$ cat src/rtl/sha_pkg.sv
// sha_pkg: shared types, operation codes and constant tables for the sha-256 stream hasher
// used by sha_core and sha256_stream_hasher; no dependencies
`default_nettype none

package sha_pkg;

   localparam logic [1:0] OP_ABSORB        = 2'd0;
   localparam logic [1:0] OP_ABSORB_FINISH = 2'd1;
   localparam logic [1:0] OP_FINISH        = 2'd2;

   localparam logic [7:0] PAD_MARK = 8'h80;
   localparam logic [5:0] LEN_POS  = 6'd56;
   localparam logic [5:0] LAST_POS = 6'd63;

   typedef struct packed {
      logic [1:0] operation;
      logic [7:0] data_byte;
   } req_type;

   typedef struct packed {
      logic [31:0] digest_word;
      logic [2:0]  word_index;
      logic        last_word;
   } rsp_type;

   // control from the sequencer into the compression unit
   typedef struct packed {
      logic       byte_en;
      logic [7:0] byte_data;
      logic       start;
      logic       reinit;
   } core_ctrl_type;

   typedef struct packed {
      logic done;
   } core_stat_type;

   localparam logic [31:0] HASH_INIT [8] = '{
      32'h6a09e667, 32'hbb67ae85, 32'h3c6ef372, 32'ha54ff53a,
      32'h510e527f, 32'h9b05688c, 32'h1f83d9ab, 32'h5be0cd19
   };

   localparam logic [31:0] ROUND_K [64] = '{
      32'h428a2f98, 32'h71374491, 32'hb5c0fbcf, 32'he9b5dba5,
      32'h3956c25b, 32'h59f111f1, 32'h923f82a4, 32'hab1c5ed5,
      32'hd807aa98, 32'h12835b01, 32'h243185be, 32'h550c7dc3,
      32'h72be5d74, 32'h80deb1fe, 32'h9bdc06a7, 32'hc19bf174,
      32'he49b69c1, 32'hefbe4786, 32'h0fc19dc6, 32'h240ca1cc,
      32'h2de92c6f, 32'h4a7484aa, 32'h5cb0a9dc, 32'h76f988da,
      32'h983e5152, 32'ha831c66d, 32'hb00327c8, 32'hbf597fc7,
      32'hc6e00bf3, 32'hd5a79147, 32'h06ca6351, 32'h14292967,
      32'h27b70a85, 32'h2e1b2138, 32'h4d2c6dfc, 32'h53380d13,
      32'h650a7354, 32'h766a0abb, 32'h81c2c92e, 32'h92722c85,
      32'ha2bfe8a1, 32'ha81a664b, 32'hc24b8b70, 32'hc76c51a3,
      32'hd192e819, 32'hd6990624, 32'hf40e3585, 32'h106aa070,
      32'h19a4c116, 32'h1e376c08, 32'h2748774c, 32'h34b0bcb5,
      32'h391c0cb3, 32'h4ed8aa4a, 32'h5b9cca4f, 32'h682e6ff3,
      32'h748f82ee, 32'h78a5636f, 32'h84c87814, 32'h8cc70208,
      32'h90befffa, 32'ha4506ceb, 32'hbef9a3f7, 32'hc67178f2
   };

endpackage

`default_nettype wire

$ cat src/rtl/sha_core.sv
// sha_core: 512-bit block window, one-round-per-cycle compression unit and chaining state
// depends on sha_pkg
`default_nettype none

module sha_core (
   input  wire logic                   clock,
   input  wire logic                   reset,
   input  sha_pkg::core_ctrl_type      ctrl,
   output sha_pkg::core_stat_type      stat,
   output logic [7:0][31:0]            hash
);

   typedef enum logic [2:0] {
      C_IDLE  = 3'b001,
      C_ROUND = 3'b010,
      C_ADD   = 3'b100
   } core_state_type;

   core_state_type   state_ff, state_in;
   logic [5:0]       round_ff, round_in;
   logic [31:0]      win_ff [16];
   logic [31:0]      win_in [16];
   logic [31:0]      v_ff [8];
   logic [31:0]      v_in [8];
   logic [7:0][31:0] hash_ff, hash_in;

   logic [31:0] big0, big1, ch, maj, t1, t2, sig0, sig1, new_w;

   always_comb begin
      big1 = {v_ff[4][5:0], v_ff[4][31:6]} ^ {v_ff[4][10:0], v_ff[4][31:11]}
           ^ {v_ff[4][24:0], v_ff[4][31:25]};
      ch   = (v_ff[4] & v_ff[5]) ^ (~v_ff[4] & v_ff[6]);
      t1   = v_ff[7] + big1 + ch + sha_pkg::ROUND_K[round_ff] + win_ff[0];
      big0 = {v_ff[0][1:0], v_ff[0][31:2]} ^ {v_ff[0][12:0], v_ff[0][31:13]}
           ^ {v_ff[0][21:0], v_ff[0][31:22]};
      maj  = (v_ff[0] & v_ff[1]) ^ (v_ff[0] & v_ff[2]) ^ (v_ff[1] & v_ff[2]);
      t2   = big0 + maj;
      // message schedule runs in the same window that collected the bytes
      sig0 = {win_ff[1][6:0], win_ff[1][31:7]} ^ {win_ff[1][17:0], win_ff[1][31:18]}
           ^ {3'b000, win_ff[1][31:3]};
      sig1 = {win_ff[14][16:0], win_ff[14][31:17]} ^ {win_ff[14][18:0], win_ff[14][31:19]}
           ^ {10'b0, win_ff[14][31:10]};
      new_w = sig1 + win_ff[9] + sig0 + win_ff[0];
   end

   always_comb begin
      state_in = state_ff;
      round_in = round_ff;
      win_in   = win_ff;
      v_in     = v_ff;
      hash_in  = hash_ff;

      if (ctrl.byte_en) begin
         for (int i = 0; i < 15; i++) begin
            win_in[i] = {win_ff[i][23:0], win_ff[i+1][31:24]};
         end
         win_in[15] = {win_ff[15][23:0], ctrl.byte_data};
      end else if (state_ff == C_ROUND) begin
         for (int i = 0; i < 15; i++) begin
            win_in[i] = win_ff[i+1];
         end
         win_in[15] = new_w;
      end

      case (state_ff)
         C_IDLE: begin
            if (ctrl.start) begin
               for (int i = 0; i < 8; i++) begin
                  v_in[i] = hash_ff[i];
               end
               round_in = '0;
               state_in = C_ROUND;
            end
         end
         C_ROUND: begin
            v_in[7] = v_ff[6];
            v_in[6] = v_ff[5];
            v_in[5] = v_ff[4];
            v_in[4] = v_ff[3] + t1;
            v_in[3] = v_ff[2];
            v_in[2] = v_ff[1];
            v_in[1] = v_ff[0];
            v_in[0] = t1 + t2;
            round_in = round_ff + 6'd1;
            if (round_ff == sha_pkg::LAST_POS) begin
               state_in = C_ADD;
            end
         end
         C_ADD: begin
            for (int i = 0; i < 8; i++) begin
               hash_in[i] = hash_ff[i] + v_ff[i];
            end
            state_in = C_IDLE;
         end
         default: begin
            state_in = C_IDLE;
         end
      endcase

      if (ctrl.reinit) begin
         for (int i = 0; i < 8; i++) begin
            hash_in[i] = sha_pkg::HASH_INIT[i];
         end
      end
   end

   always_ff @(posedge clock) begin
      if (reset) begin
         state_ff <= C_IDLE;
         round_ff <= '0;
         for (int i = 0; i < 8; i++) begin
            hash_ff[i] <= sha_pkg::HASH_INIT[i];
         end
      end else begin
         state_ff <= state_in;
         round_ff <= round_in;
         hash_ff  <= hash_in;
      end
   end

   always_ff @(posedge clock) begin
      win_ff <= win_in;
      v_ff   <= v_in;
   end

   assign stat.done = (state_ff == C_ADD);
   assign hash      = hash_ff;

endmodule

`default_nettype wire

$ cat src/rtl/sha256_stream_hasher.sv
// sha256_stream_hasher: top level, byte and padding sequencer, bit counter and digest output
// depends on sha_pkg and sha_core
//
//   channel   dir   handshake             payload
//   req       in    req_valid/req_stall   sha_pkg::req_type (operation, data_byte)
//   rsp       out   rsp_valid/rsp_stall   sha_pkg::rsp_type (digest_word, word_index, last_word)
//
// a byte request is accepted only while idle; the 64th byte of a block starts the round
// unit (64 rounds, one per cycle, then the chaining add) and requests stall until it ends
// a finish writes padding one byte per cycle up to the block end, runs one or two
// compressions, then shows eight digest words
// req_stall is high whenever the sequencer is not idle; rsp stalls just hold the word
// synchronous reset returns the chaining state to the initial hash values
`default_nettype none

module sha256_stream_hasher (
   input  wire logic             clock,
   input  wire logic             reset,
   input  wire logic             req_valid,
   output logic                  req_stall,
   input  sha_pkg::req_type      req_data,
   output logic                  rsp_valid,
   input  wire logic             rsp_stall,
   output sha_pkg::rsp_type      rsp_data
);

   typedef enum logic [3:0] {
      ST_IDLE = 4'b0001,
      ST_PAD  = 4'b0010,
      ST_HASH = 4'b0100,
      ST_OUT  = 4'b1000
   } state_type;

   state_type   state_ff, state_in;
   logic [5:0]  fill_ff, fill_in;
   logic [63:0] bits_ff, bits_in;
   logic        fin_ff, fin_in;
   logic        mark_ff, mark_in;
   logic        extra_ff, extra_in;
   logic        last_ff, last_in;
   logic [2:0]  idx_ff, idx_in;

   sha_pkg::core_ctrl_type ctrl;
   sha_pkg::core_stat_type stat;
   logic [7:0][31:0]       hash;

   logic       req_acc, rsp_acc, extra_now;
   logic [5:0] len_sel;
   logic [7:0] pad_byte;

   sha_core u_core (
      .clock (clock),
      .reset (reset),
      .ctrl  (ctrl),
      .stat  (stat),
      .hash  (hash)
   );

   assign req_stall = (state_ff != ST_IDLE);
   assign rsp_valid = (state_ff == ST_OUT);
   assign req_acc   = req_valid && !req_stall;
   assign rsp_acc   = rsp_valid && !rsp_stall;

   always_comb begin
      // length bytes go out most significant first
      len_sel   = {3'd7 - fill_ff[2:0], 3'b000};
      extra_now = extra_ff || (mark_ff && (fill_ff >= sha_pkg::LEN_POS));
      if (mark_ff) begin
         pad_byte = sha_pkg::PAD_MARK;
      end else if ((fill_ff >= sha_pkg::LEN_POS) && !extra_ff) begin
         pad_byte = bits_ff[len_sel +: 8];
      end else begin
         pad_byte = 8'h00;
      end
   end

   always_comb begin
      state_in = state_ff;
      fill_in  = fill_ff;
      bits_in  = bits_ff;
      fin_in   = fin_ff;
      mark_in  = mark_ff;
      extra_in = extra_ff;
      last_in  = last_ff;
      idx_in   = idx_ff;
      ctrl     = '0;

      case (state_ff)
         ST_IDLE: begin
            if (req_acc) begin
               case (req_data.operation)
                  sha_pkg::OP_ABSORB, sha_pkg::OP_ABSORB_FINISH: begin
                     ctrl.byte_en   = 1'b1;
                     ctrl.byte_data = req_data.data_byte;
                     fill_in        = fill_ff + 6'd1;
                     bits_in        = bits_ff + 64'd8;
                     if (req_data.operation == sha_pkg::OP_ABSORB_FINISH) begin
                        fin_in   = 1'b1;
                        mark_in  = 1'b1;
                        state_in = ST_PAD;
                     end
                     if (fill_ff == sha_pkg::LAST_POS) begin
                        ctrl.start = 1'b1;
                        last_in    = 1'b0;
                        state_in   = ST_HASH;
                     end
                  end
                  sha_pkg::OP_FINISH: begin
                     fin_in   = 1'b1;
                     mark_in  = 1'b1;
                     state_in = ST_PAD;
                  end
                  default: begin
                  end
               endcase
            end
         end
         ST_PAD: begin
            ctrl.byte_en   = 1'b1;
            ctrl.byte_data = pad_byte;
            fill_in        = fill_ff + 6'd1;
            mark_in        = 1'b0;
            if (fill_ff == sha_pkg::LAST_POS) begin
               ctrl.start = 1'b1;
               last_in    = !extra_now;
               extra_in   = 1'b0;
               state_in   = ST_HASH;
            end else begin
               extra_in = extra_now;
            end
         end
         ST_HASH: begin
            if (stat.done) begin
               if (!fin_ff) begin
                  state_in = ST_IDLE;
               end else if (last_ff) begin
                  state_in = ST_OUT;
               end else begin
                  state_in = ST_PAD;
               end
            end
         end
         ST_OUT: begin
            if (rsp_acc) begin
               idx_in = idx_ff + 3'd1;
               if (idx_ff == 3'd7) begin
                  ctrl.reinit = 1'b1;
                  bits_in     = '0;
                  fin_in      = 1'b0;
                  last_in     = 1'b0;
                  state_in    = ST_IDLE;
               end
            end
         end
         default: begin
            state_in = ST_IDLE;
         end
      endcase
   end

   always_ff @(posedge clock) begin
      if (reset) begin
         state_ff <= ST_IDLE;
         fill_ff  <= '0;
         bits_ff  <= '0;
         fin_ff   <= 1'b0;
         mark_ff  <= 1'b0;
         extra_ff <= 1'b0;
         last_ff  <= 1'b0;
         idx_ff   <= '0;
      end else begin
         state_ff <= state_in;
         fill_ff  <= fill_in;
         bits_ff  <= bits_in;
         fin_ff   <= fin_in;
         mark_ff  <= mark_in;
         extra_ff <= extra_in;
         last_ff  <= last_in;
         idx_ff   <= idx_in;
      end
   end

   assign rsp_data.digest_word = hash[idx_ff];
   assign rsp_data.word_index  = idx_ff;
   assign rsp_data.last_word   = (idx_ff == 3'd7);

endmodule

`default_nettype wire

$ cat config.mk
export PLATFORM = sky130hd
export DESIGN_NAME = sha256_stream_hasher
export DESIGN_NICKNAME = d
export VERILOG_FILES = /design/src/rtl/sha_pkg.sv /design/src/rtl/sha_core.sv /design/src/rtl/sha256_stream_hasher.sv
export SDC_FILE = /design/constraint.sdc
export NUM_CORES = 2
export LEC_CHECK = 0
export BUFFER_PORTS_ARGS = -buffer_cell sky130_fd_sc_hd__clkbuf_2
export CAP_MARGIN = 30
export CORE_ASPECT_RATIO = 1.25
export CORE_MARGIN = 4
export CORE_UTILIZATION = 64
export DETAILED_ROUTE_END_ITERATION = 10
export MAX_ROUTING_LAYER = met4
export PLACE_DENSITY = 0.8
export SYNTH_ARGS = -nofsm -noshare
export SYNTH_HDL_FRONTEND = slang
export SYNTH_SLANG_ARGS = --single-unit
$ cat constraint.sdc
create_clock -name clock -period 16.4 [get_ports clock]
set_input_delay 1.64 -clock clock [delete_from_list [all_inputs] [get_ports clock]]
set_output_delay 1.64 -clock clock [all_outputs]
set_load 0.03 [all_outputs]
======== After elaboration in Yosys (flattened, before gate mapping) ========
Memories as Yosys holds them, arrays and structs flattened.
Cells that the tools add are included.
cells by class
  magnitude comparators ................... 3
  $mul .................................... 0
  reduce and logical (&&, ||, !) cells .... 26
  bitwise logic cells ..................... 18
  $add $sub $neg .......................... 23
  divide/modulo/power cells ............... 0
  shifts and indexed selects .............. 1
  multiplexer cells ....................... 54
  equal/unequal tests ..................... 25
operators with widths
  cell                                                             count
  512-bit two-way mux                                              2
  32-bit adder                                                     18
  256-bit one-hot mux with 2 select lines                          1
  32-bit XOR                                                       9
  256-bit two-way mux                                              1
  64-bit two-way mux                                               4
  32-bit AND                                                       5
  64-bit one-hot mux with 2 select lines                           1
  32-bit binary-select mux with 3-bit select                       1
  32-bit two-way mux                                               3
  64-bit by 4-bit adder with 64-bit output, second input constant  1
  64-bit by 7-bit variable part select with 8-bit output           1
  4-bit two-way mux                                                9
  32-bit NOT                                                       1
  32-bit by 22-bit XOR with 32-bit output                          1
  32-bit by 29-bit XOR with 32-bit output                          1
  6-bit one-hot mux with 2 select lines                            2
  10-bit two-way mux                                               2
  10-bit one-hot mux with 2 select lines                           1
  6-bit two-way mux                                                3
  8-bit two-way mux                                                2
  4-bit one-hot mux with 4 select lines                            1
  7-bit AND reduction                                              2
  1-bit two-way mux                                                13
  40 further kinds                                                 65
word-level totals
  memories ................................ 1
  logic and storage cells ................. 193
  input port bits ......................... 14
  latch bits .............................. 0
  flip-flop bits (word level) ............. 1114
  RAM bits ................................ 0
  memory bits (read-only) ................. 2048
memory list
  memory            depth  bits a word  read ports  clocked after memory_dff  wr ports  RTL line        source
  (name not given)  64     32           1           0                         0         sha_core.sv:33  t1 = v_ff[7] + big1 + ch + sha_pkg::ROUND_K[round_ff] + win_ff[0];

======== Longest topological paths before layout ========
  depth after elaboration ................. 8
  mapped depth ............................ 42
  mapped depth without buffers ............ 41

======== Cells and area by module ========
From an unflattened synthesis, not the netlist that was laid out.
unflattened totals
  cell total of the unflattened synthesis .. 7585
  area, all modules ....................... 75291.0 µm²
by module, submodules not included
  module                times used  cells an instance  seq. area each (µm²)  area an instance (µm²)
  sha_core              1           6937               28367.2               68876.1
  sha256_stream_hasher  1           648                1561.5                6414.9

======== Least setup slack after synthesis ========
Ideal clock, no wire load.
  kind .................................... input port to flip-flop
  from .................................... input req_data[9] (netlist name)
  to ...................................... register u_core.win_ff[0] (netlist name) (enable)
  setup slack ............................. 1.824 ns
  library setup time ...................... 3.632 ns
  required time ........................... 12.768 ns
  arrival time ............................ 10.944 ns
  cell stages on the path ................. 6
  path buffers ............................ 2
  path through ............................ nand2b_1 > nor2_1 > nor2_1 > clkbuf_1 > clkbuf_1 > nand2_1
between the ends
  longest elaborated chain between the ends .. 6
RTL lines
  element                                                                             RTL line                    source
  start, declared                                                                     sha256_stream_hasher.sv:21  input sha_pkg::req_type req_data,
  2-bit by 1-bit == test with 1-bit output / 2-bit zero test (equally long branches)  sha256_stream_hasher.sv:91  case (req_data.operation)
  2-bit OR reduction *                                                                sha256_stream_hasher.sv:91
  10-bit two-way mux *                                                                sha256_stream_hasher.sv:91
  10-bit two-way mux *                                                                sha256_stream_hasher.sv:90  if (req_acc) begin
  10-bit one-hot mux with 2 select lines *                                            sha256_stream_hasher.sv:88  case (state_ff)
  2-bit nonzero test (no source line) *                                               -
  end signal, assigned                                                                sha_core.sv:122             win_ff <= win_in;
  end, declared                                                                       sha_core.sv:21              logic [31:0] win_ff [16];
Mark *: on every way between the ends. The rest lies on a longest branch, timed or not.
A chain may end at the register's enable or synchronous reset.

==> summary.md <==
| Metric | Value |
|---|---|
| Design Power | between 0.01 and 0.015 W |
| Synthesized area | 74800 µm² |
| Crit-path slowest cell | a2111oi_0 |
| Synthesis Warnings | 0 |
| Hpwl dp | between 150000 and 200000 µm |
| Int Power | 0.00800 W |
| Worst-case clock buffer depth | 3 |
| GPL Wtd Cong | 1.02 |
| Endpoint type of the worst setup path | flop |
| Drt first pass iters | 6 |
| Crit-path max cell delay | 0.74 ns |
| Routed WL | 234000 µm |
| Starting DRT DRC Count | 6814 |
| Final Hold Viols | 0 |
| Status | complete, no violations |
| Nets | 8790 |
| Final WS setup | 6.07 ns |
| First-pass GRT wire length | 355000 µm |
| H-tree lvl count | 3 |
| Die X | 314 µm |
| Async SR Flop Fraction | 0% |
| LEAKAGE | 33.9 nW |
| Sequential share of power | 30.9% |
| Vias/cell | approximately 6.3 |
| Number of synthesized flops with an enable pin | between 700 and 800 |
| Die Ht | roughly 390 µm |
| Layout Skew | about 0.051 ns |
| Post-route ant nets | 0 |
| Path category of the worst min-delay check | reg2reg |
| Initial antenna violation count | 7 |
| CP Class | reg2reg |
| Max Fclk | 96.8 MHz |
| Most frequent CP cell | inv_1 |
| Top cells by area, synth | edfxtp_1 (31%), nand2_1 (13%), dfxtp_1 (9.2%), ha_1 (6.6%), fa_1 (5.2%) |
| Logic gate share of total power | about 50% |
| Final setup viols | 0 |
| Mapped Nets | 9015 |
| Share of cells above drive strength 1 | 5.95% |
| CTS tree | built |
| P&R area growth vs syn | 6.88% |
| Psw | 0.00573 W |
| TNS Setup | 0 ns |
| Switching Share | roughly two fifths |
| Final worst-path cycle share | a little over three fifths |
| Initial Util | 64.8% |
| Clk pwr share | between 15 and 20% |
| Vias | 61900 |
| Aggregate global routing overflow | 0 |
| Worst-path maximum fanout | 22 |
| Number of global-route vias before repair | 60700 |
| Placeable Area | 115000 µm² |
| Worst skew pair latency | 0.78 ns |
| Post-synth cell types | 105 |
| Slew headroom | 22.3% |
| Post-synth top area cell | edfxtp_1 |
| FF+latch count, synth | 1111 |
| Slew @ Worst Pin | 1.17 ns |
| Max-slew violations | 0 |
| DR DRC count | 0 |
| Post-synth top area share | between 30% and 40% |
| CTS Buf Count | 112 |
| VDD IR max | 0.254 mV |
| Critical Path AT | ~11 ns |
| # clock sinks | 1111 |
| Sequential-to-total area share from yosys stat | 40.0% |
| Commonest non-fill, non-tap cell in the layout | nand2_1 |
| Power Dens Cells | approximately 170 nW/µm² |
| # Post-CTS Setup Buffers | 0 |
| Clock transition at the registers of the reported paths | 0.07 ns |
| Syn Area/Cell | 8.89 µm² |
| RSZ-0062 raised after global routing | no |
| Required time worst endpoint | 16.90 ns |
| Cell count after synthesis | 8411 |
| Worst Setup Start Kind | flop |
| CTS Hold Bufs | 0 |
| Commonest cells after routing, fill and taps aside | nand2_1 (2513), edfxtp_1 (768), a21oi_1 (497), ha_1 (395), inv_1 (363) |
| Post-place setup slack | 6.35 ns |
| Post-CTS resize count | 0 |
| I/O pin count | 52 |
| Port bufs | 51 |
| Drt wl/cell | 23.8 µm |
| Most used DFF post-synth | edfxtp_1 |
| Die area | 122000 µm² |
| Largest net degree at the start of global routing | 256 |
| CTS root buffer | clkbuf_16 |
| # rows | 139 |
| Global-route usage over all layers | 38.8% |
| Fin crit period | 10.33 ns |
| Max-cap viol count | 0 |
## cell families (layout without fill, tap and decap cells)
family / count (synthesis) / in the layout / synth area share [%]
adder cells (fa/ha/maj): 593 / 593 / 11.9
AO/OA/AOI/OAI: 1660 / 1660 / 14.0
AND/OR/NAND/NOR: 3428 / 3428 / 19.0
XOR/XNOR: 604 / 604 / 7.11
buffers and inverters: 838 / 710 / 4.24
other: 0 / 6 / 0
flip-flops: 1111 / 1111 / 40.0
multiplexers: 177 / 177 / 3.86
## worst max-delay path, delay by kind of cell, from the launching register on
family                     cells  cell delay (ns)
adders and majority gates      7             2.90
buffers and inverters          8             1.37
DFF                            1             0.31
xor gates and xnor gates       2             0.35
and+or+nand+nor                7             1.37
AOI/OAI and AO/OA             14             3.70
## registers in the layout, summed over array words and instances (netlist names)
register and cells:
bits_ff 61, extra_ff 1, fill_ff 6, fin_ff 1
idx_ff 3, last_ff 1, mark_ff 1, state_ff 4
u_core.hash 256, u_core.round_ff 6, u_core.state_ff 3, u_core.v_ff 256
u_core.win_ff 512
## cell usage after synthesis (87+ instances only)
master / number
a21o_1: 167
a21oi_1: 497
clkbuf_1: 427
dfxtp_1: 343
edfxtp_1: 768
fa_1: 195
ha_1: 395
inv_1: 364
nand2_1: 2515
nand3_1: 107
nor2_1: 356
nor3_1: 87
o211ai_1: 106
o21ai_0: 349
xnor2_1: 352
xor2_1: 250
## final timing paths
kind | start | end | slack [ns] | cells after the start
max | u_core.round_ff[1]$_SDFFE_PP0P_ | u_core.v_ff[254]$_DFFE_PP_ | 6.07 | 38
min | u_core.hash[177]$_SDFFE_PP0N_ | u_core.hash[177]$_SDFFE_PP0N_ | 0.49 | 2
max reg2reg | u_core.round_ff[1]$_SDFFE_PP0P_ | u_core.v_ff[254]$_DFFE_PP_ | 6.07 | 38
min reg2reg | u_core.hash[177]$_SDFFE_PP0N_ | u_core.hash[177]$_SDFFE_PP0N_ | 0.49 | 2
## power by group through the flow
| stage | Clock, W | Combinational [W] | Sequential (W) |
|---|---|---|---|
| global placement | 0 | 0.00649 | 0.00428 |
| CTS | 0.00275 | 0.00667 | 0.00423 |
| finish | 0.00273 | 0.00676 | 0.00424 |
| detailed placement | 0 | 0.00659 | 0.00429 |
| floorplan | 0 | 0.00492 | 0.00425 |
| global route | 0.00288 | 0.00740 | 0.00427 |
## layout make-up
type	instances	area, µm²
Antenna cell	6	15.0
Clock buffer	149	3020
Clock inverter	62	861
Fill cell	9042	35500
Inverter	366	1380
Multi-Input combinational cell	6462	41800
Sequential cell	1111	29900
Tap cell	1551	1940
Timing Repair Buffer	133	1020
## layer usage
layer | global-route usage [%] | vias to the layer above | wire, µm
li1 | - | 28500 | -
met1 | 43.8 | 29800 | 84400
met2 | 63.6 | 2834 | 113000
met3 | 5.24 | 808 | 16200
met4 | 27.8 | 0 | 20700
met5 | - | - | 0
## metrics by stage
step	utilization [%]	std cells	hold slack [ns]	area, µm²
2_1_floorplan	-	8411	0.440	74800
3_3_place_gp	65.7	9617	0.465	75900
3_5_place_dp	65.8	9620	0.476	76000
4_1_cts	69.2	9831	0.487	79900
5_1_grt	69.2	9839	0.515	79900
6_report	69.2	9840	0.492	79900
No activity file was read; power rests on OpenSTA's default activity.
